**config.mk**
```make
export PLATFORM = sky130hd
export DESIGN_NAME = rwds_ctrl
export DESIGN_NICKNAME = d
export VERILOG_FILES = /design/src/design/rwds_pkg.sv /design/src/design/rwds_ctrl.sv
export SDC_FILE = /design/constraint.sdc
export NUM_CORES = 1
export LEC_CHECK = 0
export ABC_AREA = 1
export ABC_CLOCK_PERIOD_IN_PS = 1180
export CORE_AREA = 10 10 47 49
export CTS_CLUSTER_DIAMETER = 200
export DETAILED_ROUTE_END_ITERATION = 12
export DIE_AREA = 0 0 57 59
export DONT_BUFFER_PORTS = 1
export PLACE_DENSITY_LB_ADDON = 0.05
export SLEW_MARGIN = 5
export SYNTH_ARGS = -nofsm -noshare
export SYNTH_HDL_FRONTEND = slang
export SYNTH_SLANG_ARGS = --single-unit
```
**constraint.sdc**
```tcl
create_clock -name i_clk -period 1.18 [get_ports i_clk]
set_clock_uncertainty 0.1 [all_clocks]
set_input_delay 0 -clock i_clk [delete_from_list [all_inputs] [get_ports i_clk]]
set_output_delay 0 -clock i_clk [all_outputs]
set_load 0.03 [all_outputs]
```
**src/design/rwds_pkg.sv**
```systemverilog
// Package with the shared types and constants of the reversed word dictionary search.
package rwds_pkg;

    // Widths of the request and response fields.
    localparam int OPC_W = 2;
    localparam int CHR_W = 8;
    localparam int IDX_W = 12;
    localparam int CNT_X = 16;

    // Request operation codes.
    typedef enum logic [OPC_W-1:0] {
        OP_APPEND = 2'd0,
        OP_CLOSE  = 2'd1,
        OP_QUERY  = 2'd2,
        OP_CLEAR  = 2'd3
    } t_opcode;

    // Controller states.
    typedef enum logic [2:0] {
        S_IDLE,
        S_QLEN,
        S_PROBE,
        S_MLEN,
        S_CMP,
        S_DONE
    } t_state;

    // Outcome of one string comparison (query against a dictionary word).
    typedef enum logic [1:0] {
        CMP_LT,
        CMP_EQ,
        CMP_GT
    } t_cmp;

    // Commands from the controller to the datapath.
    typedef struct packed {
        logic take;
        logic ld_qlen;
        logic probe;
        logic ld_mlen;
        logic cmp_run;
        logic emit;
    } t_cmd;

    // Status from the datapath to the controller.
    typedef struct packed {
        logic bad_idx;
        logic empty_range;
        logic cmp_done;
        t_cmp cmp_res;
        logic out_busy;
    } t_stat;

endpackage

```
**src/design/rwds_ctrl.sv**
```systemverilog
// Controller state machine that sequences loads, queries and binary-search probes.
module rwds_ctrl (
    input  logic              i_clk,
    input  logic              i_rst_n,
    input  logic              i_valid,
    input  logic              i_out_ready,
    input  rwds_pkg::t_opcode i_opcode,
    input  rwds_pkg::t_stat   i_stat,
    output logic              o_ready,
    output rwds_pkg::t_cmd    o_cmd
);
    import rwds_pkg::*;

    t_state r_state;
    t_state n_state;
    logic   free;

    // State register.
    always_ff @(posedge i_clk) begin
        if (!i_rst_n) begin
            r_state <= S_IDLE;
        end else begin
            r_state <= n_state;
        end
    end

    // Next state and commands.
    always_comb begin
        free    = !i_stat.out_busy || i_out_ready;
        n_state = r_state;
        o_cmd   = '0;
        o_ready = 1'b0;
        unique case (r_state)
            S_IDLE: begin
                o_ready = free;
                if (i_valid && free) begin
                    o_cmd.take = 1'b1;
                    if (i_opcode == OP_QUERY && !i_stat.bad_idx) begin
                        n_state = S_QLEN;
                    end
                end
            end
            S_QLEN: begin
                o_cmd.ld_qlen = 1'b1;
                n_state       = S_PROBE;
            end
            S_PROBE: begin
                o_cmd.probe = 1'b1;
                n_state     = i_stat.empty_range ? S_DONE : S_MLEN;
            end
            S_MLEN: begin
                o_cmd.ld_mlen = 1'b1;
                n_state       = S_CMP;
            end
            S_CMP: begin
                o_cmd.cmp_run = 1'b1;
                if (i_stat.cmp_done) begin
                    n_state = (i_stat.cmp_res == CMP_EQ) ? S_DONE : S_PROBE;
                end
            end
            S_DONE: begin
                if (free) begin
                    o_cmd.emit = 1'b1;
                    n_state    = S_IDLE;
                end
            end
            default: n_state = S_IDLE;
        endcase
    end
endmodule

```
## Word level (Yosys, flattened, before mapping)

Cells that the tools add are included.

| storage, ports and cells | value |
|---|---|
| input bits | 12 |
| register bits | 3 |
| word-level logic and storage cells | 35 |
| output and inout bits | 7 |

| cells by class | value |
|---|---|
| equality and inequality tests | 11 |
| reduce and logical (&&, ||, !) cells | 7 |
| muxes and demuxes | 16 |

Operators by type and width:

| cell | count |
|---|---|
| 3-bit two-way mux | 6 |
| 3-bit one-hot mux with 6 select lines | 1 |
| 1-bit two-way mux | 9 |
| 2-bit != test (second input constant) | 4 |
| 3-bit by 2-bit == test with 1-bit output (second input constant) | 2 |
| 3-bit == test (second input constant) | 2 |
| 4-bit AND reduction | 1 |
| 3-bit by 1-bit == test with 1-bit output (second input constant) | 1 |
| 3-bit zero test | 1 |
| 2-bit by 1-bit == test with 1-bit output (second input constant) | 1 |
| 2-bit == test (second input constant) | 1 |
| 1-bit logical AND | 2 |
| 1-bit zero test | 2 |
| 1-bit logical OR | 1 |

## Longest topological paths before layout

| logic depth | value |
|---|---|
| depth in word-level cells | 5 |
| depth in mapped cells | 7 |
| gate-level depth less buffers | 7 |

## Least setup slack after synthesis

Ideal clock, no wire load.

| path | value |
|---|---|
| kind | flip-flop to output port |
| start | reg r_state[0] |
| end | out o_cmd[5] (netlist bit) |
| path buffers | 0 |
| data required time | 1.080 ns |
| arrival time | 1.349 ns |
| path slack | -0.269 ns |
| cell stages (with the launch flop) | 6 |
| cells stage by stage | dfxtp_1 -> nor2_2 -> inv_1 -> nor2_2 -> inv_1 -> nor3_1 |

RTL lines:

| element | RTL line | RTL |
|---|---|---|
| start, declared | rwds_ctrl.sv:14 | `t_state r_state;` |
| start signal, assigned | rwds_ctrl.sv:23 | `r_state <= n_state;` |
| end, declared | rwds_ctrl.sv:10 | `output rwds_pkg::t_cmd o_cmd` |

==> flow_metrics.py <==
metrics = {
    "status": {
        "status": "complete, but fails checks",
        "violations": "negative hold slack, negative setup slack",
    },
    "power_and_ir_drop": {
        "comb_power_share": 0.225,
        "pwr-share-seq": 0.280,
        "finalPower_uw": 353,
        "p_leak_uw": 0.000249,
        "switching_power_uw": 94.9,
        "clock_power_share": 0.495,
        "power_density_nw_per_um2": 690,
        "ir_worst_vdd_mv": 0.623,
        "internal_power_uw": 258,
        "swShare": 0.269,
    },
    "finish": {
        "nets": 83,
        "layout_commonest_cell": "inv_1",
        "fin_cells": 86,
        "largestRegisters": "r_state x3",
        "final_cell_mix": "inv_1, nor2_1, buf_4, nand3_1, inv_2",
        "regMostFlops": "r_state",
        "largest_reg_flops": 3,
        "insertedDiodeCount": 0,
        "syn2layout_area_growth_pct": 68.3,
        "final_util": 0.365,
        "drive_gt1_frac": 0.529,
    },
    "worst_setup_path": {
        "critical_path.top_delay_family": "flip-flops",
        "cp.arrival_ps": 1150,
        "cp-end-kind": "output port",
        "worstPathRequired_ps": 1080,
        "cp_cell_sequence": "nor2_4 -> inv_2 -> nor2_4 -> inv_2 -> nor3_2 -> buf_4",
        "cp-start-kind": "flip-flop",
        "slowest_delay_ps": 340,
        "crit_type": "flip-flop to output port",
        "cp_slowest_cell": "dfxtp_4",
        "crit_fanout": 2,
        "crit_buf_inv": 3,
    },
    "logic_synthesis": {
        "yosysUniqueCellTypes": 14,
        "synth-adder-area-share": 0,
        "avgSynthCellArea_sq_um": 5.74,
        "yosys_warnings": 0,
        "yosys.area_share.simple": 0.543,
        "synthCells": 53,
        "syn-num-nets": 65,
        "ys_ff_latch": 3,
        "synthXorXnorAreaFrac": 0,
        "synth_compound_gate_area_share": 0.0617,
        "synth.area.mux_share": 0,
        "ys_seq_area_frac": 0.198,
        "syn_area_sq_um": 304,
        "synth_top_family_by_area": "simple AND/OR/NAND/NOR gates",
    },
    "floorplan": {
        "core_sq_um": 1400,
        "die_h_microns": 59,
        "die_area_sq_um": 3360,
        "ios": 19,
        "start_util": 0.217,
        "core.rowCount": 14,
        "fp.dieW_microns": 57,
    },
    "drt": {
        "antenna_left": 0,
        "dr.pass1.iters": 3,
        "vias": 340,
        "wire_per_inst_microns": 10.2,
        "drt_iter0_drc": 5,
        "viasPerCell": 3.95,
        "routed_wl_microns": 881,
        "drc": 0,
    },
    "clocking": {
        "clockRootBuffer": "clkbuf_4",
        "cts_buffer_depth": 2,
        "cts_tree": "done",
        "clk_pin_slew_worst_paths_ps": 30,
        "numCtsBuffers": 3,
        "cts.sinks": 3,
        "cts_max_level": 1,
        "insertion_delay_ps": 230,
    },
    "sta": {
        "period_share": 1.06,
        "setup_viol": 5,
        "drv_slew": 0,
        "max_freq_mhz": 803,
        "relSlewSlack": 0.896,
        "whs_ps": -15.7,
        "final-hold-violation-count": 1,
        "tns_ps": -142,
        "fin_crit_ps": 1250,
        "tightest_slew_ps": 155,
        "setup_ws_ps": -65.6,
        "rsz0062_at_grt": "yes",
    },
    "global_route": {
        "grt_use_met3": 0.0408,
        "grt_pass1_vias": 356,
        "grt.busiest_layer": "met2",
        "grt_max_degree": 6,
        "grt_pass1_wl_microns": 1490,
        "grt_usage": 0.0545,
        "grt_remaining_overflow": 0,
        "use_met2": 0.0868,
        "gr-usage-met1": 0.0573,
        "antenna_found_initial": 0,
    },
    "place": {
        "portBuffers": 0,
        "gp_congestion": 0.706,
        "dpl.hpwl_microns": 745,
        "placedCellCount": 76,
        "pre_cts_ws_ps": 12.6,
    },
    "flow_run": {
        "maxCapViolCount": 0,
    },
    "min_path": {
        "hp-class": "input pin to flip-flop",
    },
}
-- power by group through the flow --
stage	clock, uW	sequential [uW]	combinational (uW)
floorplan	0	107	43.5
global placement	0	108	57.9
detailed placement	0	107	57.4
CTS	184	98.9	77.2
global route	198	98.8	87.7
finish	175	98.9	79.5
-- cell type report --
type                            count  area (sq um)
Multi-Input combinational cell     34           214
Inverter                           16          63.8
Sequential cell                     3          71.3
Timing Repair Buffer               13           116
Fill cell                         159           890
Tap cell                           16          20.0
Clock buffer                        4          26.3
-- what timing repair did --
| item | 4_1_cts | 5_1_grt |
|---|---|---|
| pin swaps | 2 | 1 |
| endpoints found under the setup margin | 4 | 10 |
| hold buffers | 3 | 0 |
| setup buffers | 3 | 0 |
| resized for setup | 11 | 8 |
| hold endpoints to repair | 3 | 0 |
-- Yosys cell counts --
cell type  number  area (sq um)
inv_1          15          56.3
nor2_1         10          37.5
nand3_1         6          30.0
nand2_1         5          18.8
dfxtp_1         3          60.1
nor2_2          3          18.8
nand2_2         2          12.5
nand3_2         2          20.0
nor2_4          2          22.5
a21oi_1         1          5.00
a21oi_2         1          8.76
inv_2           1          3.75
nor3_1          1          5.00
o21ai_0         1          5.00
-- path summary, 6_finish.rpt --
kind           endpoint       start  slack (ps)  cells after the start
max            o_cmd[5]  r_state[0]         -70                      6
min          r_state[1]   i_stat[4]         -20                      5
max reg2reg  r_state[1]  r_state[1]          10                      8
min reg2reg  r_state[0]  r_state[2]         560                      4
-- layer usage --
layer,routed length (microns),share of wire
met3,83,0.094
met2,413,0.47
met4,0,0
met5,0,0
met1,383,0.43
-- per-stage QoR --
step | area [sq um] | hold WS [ps]
5_1_grt | 512 | 3.62
2_1_floorplan | 317 | 43.7
3_5_place_dp | 389 | 76.3
3_3_place_gp | 389 | 75.1
6_report | 512 | -15.7
4_1_cts | 492 | 7.03
-- worst register-to-register path, delay by kind of cell, from the launching register on --
| kind | cells | cell delay [ps] |
|---|---|---|
| buf+inv | 2 | 230 |
| flops | 1 | 360 |
| simple gates | 6 | 390 |
-- logic make-up (layout without fill, tap and decap cells) --
kind of cell | Yosys count | count (layout)
AOI/OAI and AO/OA | 3 | 3
buffers and inverters | 16 | 33
DFF | 3 | 3
and+or+nand+nor | 31 | 31
No activity file was read; power rests on OpenSTA's default activity.
